===== src/rtl/kfl_pkg.sv =====
// Shared types and constants of the keypad and fingerprint lock controller.
// Used by the controller, the datapath, the top level and the checker.
package kfl_pkg;

    // Fixed field widths.
    localparam int ID_W  = 9;
    localparam int IDV_W = 10;
    localparam int PC_W  = 4;

    // Request types.
    localparam logic [1:0] REQ_KEY   = 2'd0;
    localparam logic [1:0] REQ_MATCH = 2'd1;
    localparam logic [1:0] REQ_FAIL  = 2'd2;
    localparam logic [1:0] REQ_AUTO  = 2'd3;

    // Key codes.
    localparam logic [7:0] KEY_STAR = 8'h2A;
    localparam logic [7:0] KEY_0    = 8'h30;
    localparam logic [7:0] KEY_9    = 8'h39;
    localparam logic [7:0] KEY_A    = 8'h41;
    localparam logic [7:0] KEY_B    = 8'h42;
    localparam logic [7:0] KEY_C    = 8'h43;
    localparam logic [7:0] KEY_D    = 8'h44;

    // Modes.
    localparam logic [2:0] MODE_IDLE   = 3'd0;
    localparam logic [2:0] MODE_FINGER = 3'd1;
    localparam logic [2:0] MODE_PIN    = 3'd2;
    localparam logic [2:0] MODE_MENU   = 3'd3;
    localparam logic [2:0] MODE_ENROLL = 3'd4;
    localparam logic [2:0] MODE_DELETE = 3'd5;

    // Status codes.
    localparam logic [3:0] STAT_NONE     = 4'd0;
    localparam logic [3:0] STAT_FINGER   = 4'd1;
    localparam logic [3:0] STAT_PIN      = 4'd2;
    localparam logic [3:0] STAT_MENU     = 4'd3;
    localparam logic [3:0] STAT_DIGIT    = 4'd4;
    localparam logic [3:0] STAT_CLEARED  = 4'd5;
    localparam logic [3:0] STAT_UNLOCKED = 4'd6;
    localparam logic [3:0] STAT_PIN_BAD  = 4'd7;
    localparam logic [3:0] STAT_FNG_BAD  = 4'd8;
    localparam logic [3:0] STAT_ENROLL   = 4'd9;
    localparam logic [3:0] STAT_ID_BAD   = 4'd10;
    localparam logic [3:0] STAT_DELETED  = 4'd11;
    localparam logic [3:0] STAT_MISSING  = 4'd12;
    localparam logic [3:0] STAT_AUTOLOCK = 4'd13;
    localparam logic [3:0] STAT_IDLE     = 4'd14;
    localparam logic [3:0] STAT_FULL     = 4'd15;

    // Configuration register indexes and reset values.
    localparam logic [1:0]  CFG_PIN_CHARS  = 2'd0;
    localparam logic [1:0]  CFG_PIN_LENGTH = 2'd1;
    localparam logic [1:0]  CFG_ID_LIMIT   = 2'd2;
    localparam logic [63:0] PIN_CHARS_RST  = 64'd875770417;
    localparam logic [3:0]  PIN_LENGTH_RST = 4'd4;
    localparam logic [8:0]  ID_LIMIT_RST   = 9'd300;

    // Commands from the controller to the datapath.
    typedef struct packed {
        logic capture;
        logic eval;
        logic rd_nxt;
        logic inc_idx;
        logic hit_set;
        logic wr_move;
        logic dec_cnt;
        logic load_out;
    } kfl_cmd_t;

    // Status from the datapath to the controller.
    typedef struct packed {
        logic need_search;
        logic idx_lt_cnt;
        logic nxt_lt_cnt;
        logic nxt2_lt_cnt;
        logic hit;
        logic out_free;
    } kfl_sts_t;

endpackage


===== src/rtl/kfl_ram.sv =====
// Generic single-write, single-read RAM with registered read data.
// No dependencies.
module kfl_ram #(
    parameter int WIDTH = 9,
    parameter int DEPTH = 16,
    parameter int AW    = 4
) (
    input  logic             clk,
    input  logic             we,
    input  logic [AW-1:0]    waddr,
    input  logic [WIDTH-1:0] wdata,
    input  logic [AW-1:0]    raddr,
    output logic [WIDTH-1:0] rdata
);

    logic [WIDTH-1:0] mem [DEPTH];

    // Write port and registered read port.
    always_ff @(posedge clk)
    begin
        if (we)
        begin
            mem[waddr] <= wdata;
        end
        rdata <= mem[raddr];
    end

endmodule


===== src/rtl/kfl_ctrl.sv =====
// Sequencer of the lock controller: accepts an item, steps the datapath
// through evaluation, list search and compaction, then hands off the result.
// Depends on kfl_pkg.
module kfl_ctrl
    import kfl_pkg::*;
(
    input  logic     clk,
    input  logic     rst_n,
    input  logic     in_valid,
    output logic     in_stall,
    input  kfl_sts_t sts,
    output kfl_cmd_t cmd
);

    localparam logic [2:0] S_IDLE     = 3'd0;
    localparam logic [2:0] S_EVAL     = 3'd1;
    localparam logic [2:0] S_SRCH_RD  = 3'd2;
    localparam logic [2:0] S_SRCH_CMP = 3'd3;
    localparam logic [2:0] S_MV_RD    = 3'd4;
    localparam logic [2:0] S_MV_WR    = 3'd5;
    localparam logic [2:0] S_FIN      = 3'd6;

    logic [2:0] state_reg;
    logic [2:0] state_next;

    assign in_stall = (state_reg != S_IDLE);

    // Next state and commands.
    always_comb
    begin
        state_next = state_reg;
        cmd        = '0;
        unique case (state_reg)
            S_IDLE:
            begin
                if (in_valid)
                begin
                    cmd.capture = 1'b1;
                    state_next  = S_EVAL;
                end
            end
            S_EVAL:
            begin
                cmd.eval   = 1'b1;
                state_next = sts.need_search ? S_SRCH_RD : S_FIN;
            end
            S_SRCH_RD:
            begin
                // The read address already points at the current entry.
                if (sts.idx_lt_cnt)
                begin
                    state_next = S_SRCH_CMP;
                end
                else
                begin
                    state_next = S_FIN;
                end
            end
            S_SRCH_CMP:
            begin
                if (sts.hit)
                begin
                    cmd.hit_set = 1'b1;
                    if (sts.nxt_lt_cnt)
                    begin
                        state_next = S_MV_RD;
                    end
                    else
                    begin
                        cmd.dec_cnt = 1'b1;
                        state_next  = S_FIN;
                    end
                end
                else
                begin
                    cmd.inc_idx = 1'b1;
                    state_next  = S_SRCH_RD;
                end
            end
            S_MV_RD:
            begin
                cmd.rd_nxt = 1'b1;
                state_next = S_MV_WR;
            end
            S_MV_WR:
            begin
                cmd.wr_move = 1'b1;
                cmd.inc_idx = 1'b1;
                if (sts.nxt2_lt_cnt)
                begin
                    state_next = S_MV_RD;
                end
                else
                begin
                    cmd.dec_cnt = 1'b1;
                    state_next  = S_FIN;
                end
            end
            S_FIN:
            begin
                if (sts.out_free)
                begin
                    cmd.load_out = 1'b1;
                    state_next   = S_IDLE;
                end
            end
            default:
            begin
                state_next = S_IDLE;
            end
        endcase
    end

    always_ff @(posedge clk or negedge rst_n)
    begin
        if (!rst_n)
        begin
            state_reg <= S_IDLE;
        end
        else
        begin
            state_reg <= state_next;
        end
    end

endmodule


===== src/rtl/kfl_dp.sv =====
// Datapath of the lock controller: configuration, mode and entry state,
// PIN buffer, ID list memory, result and output registers.
// Depends on kfl_pkg and kfl_ram.
module kfl_dp
    import kfl_pkg::*;
#(
    parameter int MAX_IDS       = 16,
    parameter int PIN_ENTRY_MAX = 9,
    parameter int ID_DIGITS     = 3,
    parameter int CNT_W         = 5
) (
    input  logic             clk,
    input  logic             rst_n,
    input  logic             cfg_we,
    input  logic [1:0]       cfg_index,
    input  logic [63:0]      cfg_data,
    input  logic [1:0]       req_type,
    input  logic [7:0]       key_code,
    input  logic [ID_W-1:0]  finger_id,
    input  logic             out_stall,
    output logic             out_valid,
    output logic [3:0]       status,
    output logic [2:0]       mode,
    output logic             open_pulse,
    output logic             close_pulse,
    output logic             timer_restart,
    output logic             enroll_request,
    output logic [ID_W-1:0]  enroll_fid,
    output logic [PC_W-1:0]  masked_count,
    output logic [IDV_W-1:0] id_entry_value,
    output logic             enrolling,
    output logic [CNT_W-1:0] id_count,
    input  kfl_cmd_t         cmd,
    output kfl_sts_t         sts
);

    localparam int AW     = (MAX_IDS > 1) ? $clog2(MAX_IDS) : 1;
    localparam int PB_AW  = (PIN_ENTRY_MAX > 1) ? $clog2(PIN_ENTRY_MAX) : 1;
    localparam int DC_W   = $clog2(ID_DIGITS + 1);
    localparam int PE_CMP = (PIN_ENTRY_MAX < 8) ? PIN_ENTRY_MAX : 8;

    // Configuration registers.
    logic [63:0] pin_chars_reg;
    logic [3:0]  pin_len_reg;
    logic [8:0]  id_limit_reg;

    // Captured item.
    logic [1:0]      req_reg;
    logic [7:0]      key_reg;
    logic [ID_W-1:0] fid_reg;

    // Persistent state.
    logic [2:0]       mode_reg, mode_next;
    logic [PC_W-1:0]  pin_cnt_reg, pin_cnt_next;
    logic [IDV_W-1:0] idv_reg, idv_next;
    logic [DC_W-1:0]  idc_reg, idc_next;
    logic [CNT_W-1:0] list_cnt_reg;
    logic [7:0]       pin_buf_reg [PIN_ENTRY_MAX];

    // Search state and pending result.
    logic [CNT_W-1:0] idx_reg;
    logic [IDV_W-1:0] del_id_reg, del_id_next;
    logic [3:0]       res_status_reg, res_status_next;
    logic             res_open_reg, res_open_next;
    logic             res_close_reg, res_close_next;
    logic             res_restart_reg, res_restart_next;
    logic             res_ereq_reg, res_ereq_next;
    logic [ID_W-1:0]  res_eid_reg, res_eid_next;

    // Output registers.
    logic             out_valid_reg;
    logic [3:0]       o_status_reg;
    logic [2:0]       o_mode_reg;
    logic             o_open_reg, o_close_reg, o_restart_reg, o_ereq_reg;
    logic [ID_W-1:0]  o_eid_reg;
    logic [PC_W-1:0]  o_masked_reg;
    logic [IDV_W-1:0] o_idv_reg;
    logic [CNT_W-1:0] o_cnt_reg;

    // Evaluation side signals.
    logic            pin_ok;
    logic            pb_we;
    logic            lst_we;
    logic            unlock;
    logic            need_search;
    logic            is_key;
    logic            is_digit;
    logic [3:0]      digit;
    logic            enroll;

    // Memory port signals.
    logic            ram_we;
    logic [AW-1:0]   ram_waddr;
    logic [ID_W-1:0] ram_wdata;
    logic [AW-1:0]   ram_raddr;
    logic [ID_W-1:0] ram_rdata;
    logic [CNT_W:0]  idx_p1;
    logic [CNT_W:0]  idx_p2;

    assign is_key   = (req_reg == REQ_KEY);
    assign is_digit = is_key && (key_reg >= KEY_0) && (key_reg <= KEY_9);
    assign digit    = 4'(key_reg - KEY_0);
    assign enroll   = (mode_reg == MODE_ENROLL);
    assign idx_p1   = {1'b0, idx_reg} + 1'b1;
    assign idx_p2   = {1'b0, idx_reg} + 2'd2;

    // Entered PIN against the stored PIN, all bytes in parallel.
    always_comb
    begin
        pin_ok = (pin_cnt_reg == pin_len_reg) && (pin_len_reg <= 4'd8);
        for (int i = 0; i < PE_CMP; i++)
        begin
            if ((PC_W'(i) < pin_cnt_reg) && (pin_buf_reg[i] != pin_chars_reg[8*i +: 8]))
            begin
                pin_ok = 1'b0;
            end
        end
    end

    // Per-item decision on the captured item.
    always_comb
    begin
        mode_next        = mode_reg;
        pin_cnt_next     = pin_cnt_reg;
        idv_next         = idv_reg;
        idc_next         = idc_reg;
        del_id_next      = del_id_reg;
        res_status_next  = res_status_reg;
        res_open_next    = res_open_reg;
        res_close_next   = res_close_reg;
        res_restart_next = res_restart_reg;
        res_ereq_next    = res_ereq_reg;
        res_eid_next     = res_eid_reg;
        pb_we            = 1'b0;
        lst_we           = 1'b0;
        unlock           = 1'b0;
        need_search      = 1'b0;
        if (cmd.hit_set)
        begin
            res_status_next = STAT_DELETED;
        end
        if (cmd.eval)
        begin
            res_status_next  = STAT_NONE;
            res_open_next    = 1'b0;
            res_close_next   = 1'b0;
            res_restart_next = 1'b0;
            res_ereq_next    = 1'b0;
            res_eid_next     = '0;
            if (req_reg == REQ_AUTO)
            begin
                res_close_next  = 1'b1;
                res_status_next = STAT_AUTOLOCK;
            end
            else
            begin
                unique case (mode_reg)
                    MODE_IDLE:
                    begin
                        if (is_key && key_reg == KEY_A)
                        begin
                            mode_next       = MODE_FINGER;
                            pin_cnt_next    = '0;
                            res_status_next = STAT_FINGER;
                        end
                        else if (is_key && key_reg == KEY_B)
                        begin
                            mode_next       = MODE_PIN;
                            pin_cnt_next    = '0;
                            res_status_next = STAT_PIN;
                        end
                        else if (is_key && key_reg == KEY_C)
                        begin
                            mode_next       = MODE_MENU;
                            res_status_next = STAT_MENU;
                        end
                    end
                    MODE_FINGER:
                    begin
                        if (req_reg == REQ_MATCH && fid_reg != '0)
                        begin
                            unlock = 1'b1;
                        end
                        else if (req_reg == REQ_FAIL)
                        begin
                            res_status_next = STAT_FNG_BAD;
                        end
                        else if (is_key && key_reg == KEY_STAR)
                        begin
                            mode_next       = MODE_IDLE;
                            res_status_next = STAT_IDLE;
                        end
                    end
                    MODE_PIN:
                    begin
                        if (is_key)
                        begin
                            if (key_reg == KEY_STAR)
                            begin
                                mode_next       = MODE_IDLE;
                                pin_cnt_next    = '0;
                                res_status_next = STAT_IDLE;
                            end
                            else if (key_reg == KEY_D)
                            begin
                                if (pin_ok)
                                begin
                                    unlock = 1'b1;
                                end
                                else
                                begin
                                    res_status_next = STAT_PIN_BAD;
                                end
                                pin_cnt_next = '0;
                            end
                            else if (key_reg == KEY_C)
                            begin
                                pin_cnt_next    = '0;
                                res_status_next = STAT_CLEARED;
                            end
                            else if (pin_cnt_reg < PC_W'(PIN_ENTRY_MAX))
                            begin
                                pb_we           = 1'b1;
                                pin_cnt_next    = pin_cnt_reg + 1'b1;
                                res_status_next = STAT_DIGIT;
                            end
                        end
                    end
                    MODE_MENU:
                    begin
                        if (is_key)
                        begin
                            idv_next = '0;
                            idc_next = '0;
                            if (key_reg == KEY_A)
                            begin
                                mode_next = MODE_ENROLL;
                            end
                            else if (key_reg == KEY_B)
                            begin
                                mode_next = MODE_DELETE;
                            end
                            else
                            begin
                                mode_next       = MODE_IDLE;
                                res_status_next = STAT_IDLE;
                            end
                        end
                    end
                    default:
                    begin
                        // Enroll or delete ID entry.
                        if (is_digit && idc_reg < DC_W'(ID_DIGITS))
                        begin
                            idv_next = IDV_W'((idv_reg << 3) + (idv_reg << 1) + digit);
                            idc_next = idc_reg + 1'b1;
                            res_status_next = STAT_DIGIT;
                        end
                        else if (is_key && key_reg == KEY_C)
                        begin
                            idv_next        = '0;
                            idc_next        = '0;
                            res_status_next = STAT_CLEARED;
                        end
                        else if (is_key && enroll && key_reg == KEY_A)
                        begin
                            idv_next        = '0;
                            idc_next        = '0;
                            mode_next       = MODE_IDLE;
                            res_status_next = STAT_IDLE;
                        end
                        else if (is_key && key_reg == KEY_D)
                        begin
                            if (idc_reg == '0)
                            begin
                                res_status_next = STAT_IDLE;
                            end
                            else if (enroll)
                            begin
                                if (idv_reg >= 10'd1 && idv_reg <= {1'b0, id_limit_reg})
                                begin
                                    res_ereq_next = 1'b1;
                                    res_eid_next  = idv_reg[ID_W-1:0];
                                    if (list_cnt_reg < CNT_W'(MAX_IDS))
                                    begin
                                        lst_we          = 1'b1;
                                        res_status_next = STAT_ENROLL;
                                    end
                                    else
                                    begin
                                        res_status_next = STAT_FULL;
                                    end
                                end
                                else
                                begin
                                    res_status_next = STAT_ID_BAD;
                                end
                            end
                            else
                            begin
                                need_search     = 1'b1;
                                del_id_next     = idv_reg;
                                res_status_next = STAT_MISSING;
                            end
                            idv_next  = '0;
                            idc_next  = '0;
                            mode_next = MODE_IDLE;
                        end
                    end
                endcase
            end
            if (unlock)
            begin
                res_status_next  = STAT_UNLOCKED;
                res_open_next    = 1'b1;
                res_restart_next = 1'b1;
                mode_next        = MODE_IDLE;
            end
        end
    end

    // ID list memory: appends on enrollment, moves entries down on deletion.
    assign ram_we    = lst_we || cmd.wr_move;
    assign ram_waddr = cmd.wr_move ? idx_reg[AW-1:0] : list_cnt_reg[AW-1:0];
    assign ram_wdata = cmd.wr_move ? ram_rdata : idv_reg[ID_W-1:0];
    assign ram_raddr = cmd.rd_nxt ? idx_p1[AW-1:0] : idx_reg[AW-1:0];

    kfl_ram #(
        .WIDTH (ID_W),
        .DEPTH (MAX_IDS),
        .AW    (AW)
    ) u_id_list (
        .clk   (clk),
        .we    (ram_we),
        .waddr (ram_waddr),
        .wdata (ram_wdata),
        .raddr (ram_raddr),
        .rdata (ram_rdata)
    );

    // Status toward the controller.
    assign sts.need_search = need_search;
    assign sts.idx_lt_cnt  = (idx_reg < list_cnt_reg);
    assign sts.nxt_lt_cnt  = (idx_p1 < {1'b0, list_cnt_reg});
    assign sts.nxt2_lt_cnt = (idx_p2 < {1'b0, list_cnt_reg});
    assign sts.hit         = ({1'b0, ram_rdata} == del_id_reg);
    assign sts.out_free    = !out_valid_reg || !out_stall;

    // Control registers.
    always_ff @(posedge clk or negedge rst_n)
    begin
        if (!rst_n)
        begin
            pin_chars_reg <= PIN_CHARS_RST;
            pin_len_reg   <= PIN_LENGTH_RST;
            id_limit_reg  <= ID_LIMIT_RST;
            mode_reg      <= MODE_IDLE;
            pin_cnt_reg   <= '0;
            idv_reg       <= '0;
            idc_reg       <= '0;
            list_cnt_reg  <= '0;
            idx_reg       <= '0;
            out_valid_reg <= 1'b0;
        end
        else
        begin
            if (cfg_we)
            begin
                unique case (cfg_index)
                    CFG_PIN_CHARS:  pin_chars_reg <= cfg_data;
                    CFG_PIN_LENGTH: pin_len_reg   <= cfg_data[3:0];
                    CFG_ID_LIMIT:   id_limit_reg  <= cfg_data[8:0];
                    default:        ;
                endcase
            end
            mode_reg    <= mode_next;
            pin_cnt_reg <= pin_cnt_next;
            idv_reg     <= idv_next;
            idc_reg     <= idc_next;
            if (lst_we)
            begin
                list_cnt_reg <= list_cnt_reg + 1'b1;
            end
            else if (cmd.dec_cnt)
            begin
                list_cnt_reg <= list_cnt_reg - 1'b1;
            end
            if (cmd.eval)
            begin
                idx_reg <= '0;
            end
            else if (cmd.inc_idx)
            begin
                idx_reg <= idx_reg + 1'b1;
            end
            if (cmd.load_out)
            begin
                out_valid_reg <= 1'b1;
            end
            else if (!out_stall)
            begin
                out_valid_reg <= 1'b0;
            end
        end
    end

    // Payload registers.
    always_ff @(posedge clk)
    begin
        if (cmd.capture)
        begin
            req_reg <= req_type;
            key_reg <= key_code;
            fid_reg <= finger_id;
        end
        if (pb_we)
        begin
            pin_buf_reg[pin_cnt_reg[PB_AW-1:0]] <= key_reg;
        end
        del_id_reg      <= del_id_next;
        res_status_reg  <= res_status_next;
        res_open_reg    <= res_open_next;
        res_close_reg   <= res_close_next;
        res_restart_reg <= res_restart_next;
        res_ereq_reg    <= res_ereq_next;
        res_eid_reg     <= res_eid_next;
        if (cmd.load_out)
        begin
            o_status_reg  <= res_status_reg;
            o_mode_reg    <= mode_reg;
            o_open_reg    <= res_open_reg;
            o_close_reg   <= res_close_reg;
            o_restart_reg <= res_restart_reg;
            o_ereq_reg    <= res_ereq_reg;
            o_eid_reg     <= res_eid_reg;
            o_masked_reg  <= pin_cnt_reg;
            o_idv_reg     <= idv_reg;
            o_cnt_reg     <= list_cnt_reg;
        end
    end

    assign out_valid      = out_valid_reg;
    assign status         = o_status_reg;
    assign mode           = o_mode_reg;
    assign open_pulse     = o_open_reg;
    assign close_pulse    = o_close_reg;
    assign timer_restart  = o_restart_reg;
    assign enroll_request = o_ereq_reg;
    assign enroll_fid     = o_eid_reg;
    assign masked_count   = o_masked_reg;
    assign id_entry_value = o_idv_reg;
    assign enrolling      = (o_mode_reg == MODE_ENROLL);
    assign id_count       = o_cnt_reg;

endmodule


===== src/rtl/keypad_fingerprint_lock_controller.sv =====
// Keypad and fingerprint lock controller, top level.
// One item in: a keypad key, a fingerprint match or fail, or an auto-lock expiry.
// One item out per input item: status, mode, lock/timer/enroll pulses and counters.
// Both channels use valid/stall; an item moves when valid is high and stall low.
// The configuration port (cfg_we, cfg_index, cfg_data) writes the PIN, the PIN
// length and the ID limit; it must be used only while the block is idle, which
// the block itself does not enforce.
// A deletion walks the ID list in the sequencer, searching for the entry and
// moving each later entry down by one place.
// A new item is taken only once the sequencer is back in its idle step.
// One item is in work at a time; the next item is taken as soon as the result
// sits in the output register, even while the receiver stalls it.
// A stalled result holds its value; the sequencer waits in its final step
// until the output register is free.
// Reset clears mode, counters and the list length; PIN buffer and ID list
// contents are not cleared, since only entries below their counts are read.
// Depends on kfl_pkg, kfl_ctrl, kfl_dp and kfl_ram.
module keypad_fingerprint_lock_controller
    import kfl_pkg::*;
#(
    parameter int MAX_IDS       = 16,
    parameter int PIN_ENTRY_MAX = 9,
    parameter int ID_DIGITS     = 3
) (
    input  logic                             clk,
    input  logic                             rst_n,
    input  logic                             cfg_we,
    input  logic [1:0]                       cfg_index,
    input  logic [63:0]                      cfg_data,
    input  logic                             in_valid,
    output logic                             in_stall,
    input  logic [1:0]                       req_type,
    input  logic [7:0]                       key_code,
    input  logic [ID_W-1:0]                  finger_id,
    output logic                             out_valid,
    input  logic                             out_stall,
    output logic [3:0]                       status,
    output logic [2:0]                       mode,
    output logic                             open_pulse,
    output logic                             close_pulse,
    output logic                             timer_restart,
    output logic                             enroll_request,
    output logic [ID_W-1:0]                  enroll_fid,
    output logic [PC_W-1:0]                  masked_count,
    output logic [IDV_W-1:0]                 id_entry_value,
    output logic                             enrolling,
    output logic [$clog2(MAX_IDS + 1)-1:0]   id_count
);

    localparam int CNT_W = $clog2(MAX_IDS + 1);

    kfl_cmd_t cmd;
    kfl_sts_t sts;

    // Sequencer.
    kfl_ctrl u_ctrl (
        .clk      (clk),
        .rst_n    (rst_n),
        .in_valid (in_valid),
        .in_stall (in_stall),
        .sts      (sts),
        .cmd      (cmd)
    );

    // Datapath.
    kfl_dp #(
        .MAX_IDS       (MAX_IDS),
        .PIN_ENTRY_MAX (PIN_ENTRY_MAX),
        .ID_DIGITS     (ID_DIGITS),
        .CNT_W         (CNT_W)
    ) u_dp (
        .clk            (clk),
        .rst_n          (rst_n),
        .cfg_we         (cfg_we),
        .cfg_index      (cfg_index),
        .cfg_data       (cfg_data),
        .req_type       (req_type),
        .key_code       (key_code),
        .finger_id      (finger_id),
        .out_stall      (out_stall),
        .out_valid      (out_valid),
        .status         (status),
        .mode           (mode),
        .open_pulse     (open_pulse),
        .close_pulse    (close_pulse),
        .timer_restart  (timer_restart),
        .enroll_request (enroll_request),
        .enroll_fid     (enroll_fid),
        .masked_count   (masked_count),
        .id_entry_value (id_entry_value),
        .enrolling      (enrolling),
        .id_count       (id_count),
        .cmd            (cmd),
        .sts            (sts)
    );

endmodule


===== config.mk =====
export PLATFORM = sky130hd
export DESIGN_NAME = keypad_fingerprint_lock_controller
export DESIGN_NICKNAME = d
export VERILOG_FILES = /design/src/rtl/kfl_pkg.sv /design/src/rtl/kfl_ram.sv /design/src/rtl/kfl_ctrl.sv /design/src/rtl/kfl_dp.sv /design/src/rtl/keypad_fingerprint_lock_controller.sv
export SDC_FILE = /design/constraint.sdc
export NUM_CORES = 1
export LEC_CHECK = 0
export BUFFER_PORTS_ARGS = -buffer_cell sky130_fd_sc_hd__buf_2
export CORE_MARGIN = 5
export CORE_UTILIZATION = 40
export CTS_CLUSTER_DIAMETER = 50
export DETAILED_ROUTE_END_ITERATION = 10
export GPL_TIMING_DRIVEN = 0
export PLACE_DENSITY = 0.6
export SETUP_SLACK_MARGIN = 0.5
export SLEW_MARGIN = 40
export SYNTH_ARGS = -nofsm -noshare
export SYNTH_HDL_FRONTEND = slang
export SYNTH_HIERARCHICAL = 1
export SYNTH_SLANG_ARGS = --single-unit

===== constraint.sdc =====
create_clock -name clk -period 8.6 [get_ports clk]
set_input_delay 1.72 -clock clk [delete_from_list [all_inputs] [get_ports clk]]
set_output_delay 1.72 -clock clk [all_outputs]
set_load 0.02 [all_outputs]

==> results.ini <==
[sta]
fin_tns_setup_ps=0
hold_viol=0
fin_crit_sh_pct=50.9
min_period_ps=4370
max_freq_ghz=0.229
slew_viol_final=0
setup_viol=0
hold_ws_ps=418
fin_worst_skew_ps=17.0
relSlewSlack_pct=38.2
rsz0062_at_grt=no
worst_pin_slew_ps=919

[floorplan]
start_util_pct=40.2
io_pins=132
dieArea_um2=48400
fp-row-count=77
die_w_um=220
coreArea_um2=43900
die_y_um=220

[min_path]
hp-class=flop to flop

[clocking]
cts_repair_resize_count=0
path_clk_slew_ps=60
cts_setup_buffers=0
clk_path_buf_depth=3
htreeDepth=2
cts_buffers=48
clk_latency_ps=580
cts_tree=built
root_buffer=clkbuf_16
hold_buffers=0
clock_sinks=410

[finish]
fin_nets=1453
area_growth_pct=18.5
largest_reg_flops=144
layout-drive-gt1-share_pct=29.8
design_area_um2=20900

[yosys]
synth-seq-area-share_pct=66.3
synth_top_flop_cell=edfxtp_1
syn_area_um2=17600
synth_top_area_share_pct=49.5
synthCells=1121
yosys_warnings=6
synth.avg_cell_area_um2=15.7
synth_seq_cells=410
synth_area_leaders=edfxtp_1 (50%), dfrtp_1 (13%), mux2_2 (5.5%), ha_1 (3.3%), xnor2_1 (3.2%)
synth_cell_types=80
synthArstFlopShare_pct=26.8
synth_edf_count=291
syn-num-nets=1261
synth_top_area_cell=edfxtp_1

[setup_path]
cp-start-kind=flop
slowest_stage=edfxtp_1
crit_family=simple AND/OR/NAND/NOR gates
path_cells=clkbuf_1, or3b_2, or4_4, nor3_2, and3_1, buf_4, nand2_1, nand2b_1, or3b_2, nor3_2, buf_2
timing.rr.start=u_dp/key_reg[0]
critPathBufInv=3
reg2reg_depth=11
startpoint=u_dp/key_reg[0]
path_class=flop to flop
crit_cells=11
r2r_slack_ps=4230
reg2reg_to=u_dp/u_id_list/mem[0][6]
cpPeakStageDelay_ps=660
cp-end-kind=flop
cp_max_fo=9
cp_data_required_time_ps=8880
cp.arrival_ps=4650
crit_path_end=u_dp/u_id_list/mem[0][6]

[drt]
drt_iter0_markers=699
route.detailed.wl_per_inst_um=20.2
drc=0
ant_nets=0
dr.pass1.iters=5
wl_um=39300
routed_via_density=5.15
via_count=10000

[pwr]
powerDensity_nw_per_um2=307
p_leak_nw=7.75
peakVddDrop_v=0.000141

[job]
maxCapViolCount=0

[global_routing]
antenna_found_initial=3
grt_max_degree=71
grtUsageTotal_pct=16.3
grt-ovfl-total=0
grt_pass1_wl_um=60300
grt_pass1_vias=10300

[placed_design]
port_buffers=131
place_area_um2=19200
globalplace.congestion=0.863
dpl.hpwl_um=26900

[outcome]
outcome=complete, no violations

[per-layer routing]
metal	track usage (%)	up-vias	routed length [µm]
met3	3.13	54	2060
met5	0	-	0
li1	-	4655	-
met2	25.4	264	18000
met1	23.9	5041	18400
met4	4.06	0	803
[placed cells by master, fill, tap and decap left out, types with 6 or more instances in the layout]
master	Yosys	layout
mux2_2	86	86
nand3_1	18	18
nand2b_1	13	13
a22o_1	8	8
edfxtp_1	291	291
nor4_1	17	16
clkbuf_16	0	48
xor2_1	35	35
buf_6	6	8
and2_1	17	17
nand4_1	22	22
nor2b_1	9	9
mux4_2	21	21
xnor2_1	64	64
mux4_1	15	15
a22oi_1	18	18
buf_2	4	137
nand2_1	51	51
nor2_1	42	30
dfstp_2	18	18
nor2_2	2	13
dfrtp_1	92	92
clkbuf_1	22	30
and3_1	7	7
inv_1	30	30
a21oi_1	25	25
clkinv_2	0	9
dfxtp_1	9	9
bufinv_16	0	6
buf_4	5	8
nor3b_1	9	8
o21ai_0	25	23
ha_1	47	47
[Yosys cell counts, types with 3 or more instances]
| cell | n |
|---|---|
| a21o_1 | 5 |
| a21oi_1 | 25 |
| a22o_1 | 8 |
| a22oi_1 | 18 |
| a31oi_1 | 5 |
| and2_1 | 17 |
| and3_1 | 7 |
| buf_2 | 4 |
| buf_4 | 5 |
| buf_6 | 6 |
| clkbuf_1 | 22 |
| dfrtp_1 | 92 |
| dfstp_2 | 18 |
| dfxtp_1 | 9 |
| edfxtp_1 | 291 |
| fa_1 | 3 |
| ha_1 | 47 |
| inv_1 | 30 |
| mux2_2 | 86 |
| mux2i_1 | 4 |
| mux4_1 | 15 |
| mux4_2 | 21 |
| nand2_1 | 51 |
| nand2b_1 | 13 |
| nand3_1 | 18 |
| nand3b_1 | 5 |
| nand4_1 | 22 |
| nor2_1 | 42 |
| nor2b_1 | 9 |
| nor3_1 | 9 |
| nor3b_1 | 9 |
| nor4_1 | 17 |
| o211ai_1 | 4 |
| o21a_1 | 3 |
| o21ai_0 | 25 |
| o21ai_1 | 3 |
| o21bai_1 | 4 |
| o41ai_1 | 3 |
| or2_2 | 3 |
| xnor2_1 | 64 |
| xor2_1 | 35 |
[through the flow]
step | util [%] | cells | setup slack, ps | total power (W)
finish | 47.6 | 1944 | 4230 | 0.00641
global route | 47.6 | 1944 | 4040 | 0.00676
CTS | 47.6 | 1942 | 4220 | 0.00649
detailed placement | 43.8 | 1854 | 4230 | 0.00439
global placement | 43.3 | 1844 | 2780 | 0.00433
floorplan | - | 1121 | 4490 | 0.00383
[power breakdown]
group | switching [W] | internal, W | total [W]
logic | 0.000947 | 0.000770 | 0.00172
clock network | 0.000816 | 0.00126 | 0.00207
registers | 0.000163 | 0.00246 | 0.00263
total | 0.00193 | 0.00449 | 0.00641
[worst register-to-register path, stage by stage, from the launching register on]
cell and delay [ps]:
edfxtp_1 660, clkbuf_1 330, or3b_2 580, or4_4 490, nor3_2 120, and3_1 200, buf_4 160, nand2_1 190
nand2b_1 200, or3b_2 560, nor3_2 300, buf_2 290
[cells by family after synthesis]
family          Yosys count  synth area share, %
flops                   410                 66.3
simple gates            241                 7.55
mux                     129                 10.9
compound gates          121                 4.61
xor+xnor                 99                 4.91
buf+inv                  71                 2.11
fa+ha+maj                50                 3.67
[how the worst min path moves through the flow]
stage	slack, ps	depth (start not counted)	to	startpoint
after global routing	440	0	u_dp/close_pulse	u_dp/res_close_reg
after CTS	420	0	u_dp/enroll_fid[0]	u_dp/res_eid_reg[0]
final	420	0	u_dp/enroll_fid[5]	u_dp/res_eid_reg[5]
after detailed placement	400	0	u_dp/enroll_fid[0]	u_dp/res_eid_reg[0]
after floorplan	400	0	u_dp/close_pulse	u_dp/res_close_reg
after global placement	400	0	u_dp/enroll_fid[7]	u_dp/res_eid_reg[7]
[layout make-up]
type	instances	area, µm²
diodes	1	2.50
plain buffers	41	259
clock buffers	60	1290
clock inverters	28	358
fillers	3847	23000
inverters	30	113
multi-input cells	640	5660
flip-flops and latches	410	11700
well taps	592	741
repair buffers	142	801
Note: power is estimated with default switching activity, not from simulation.
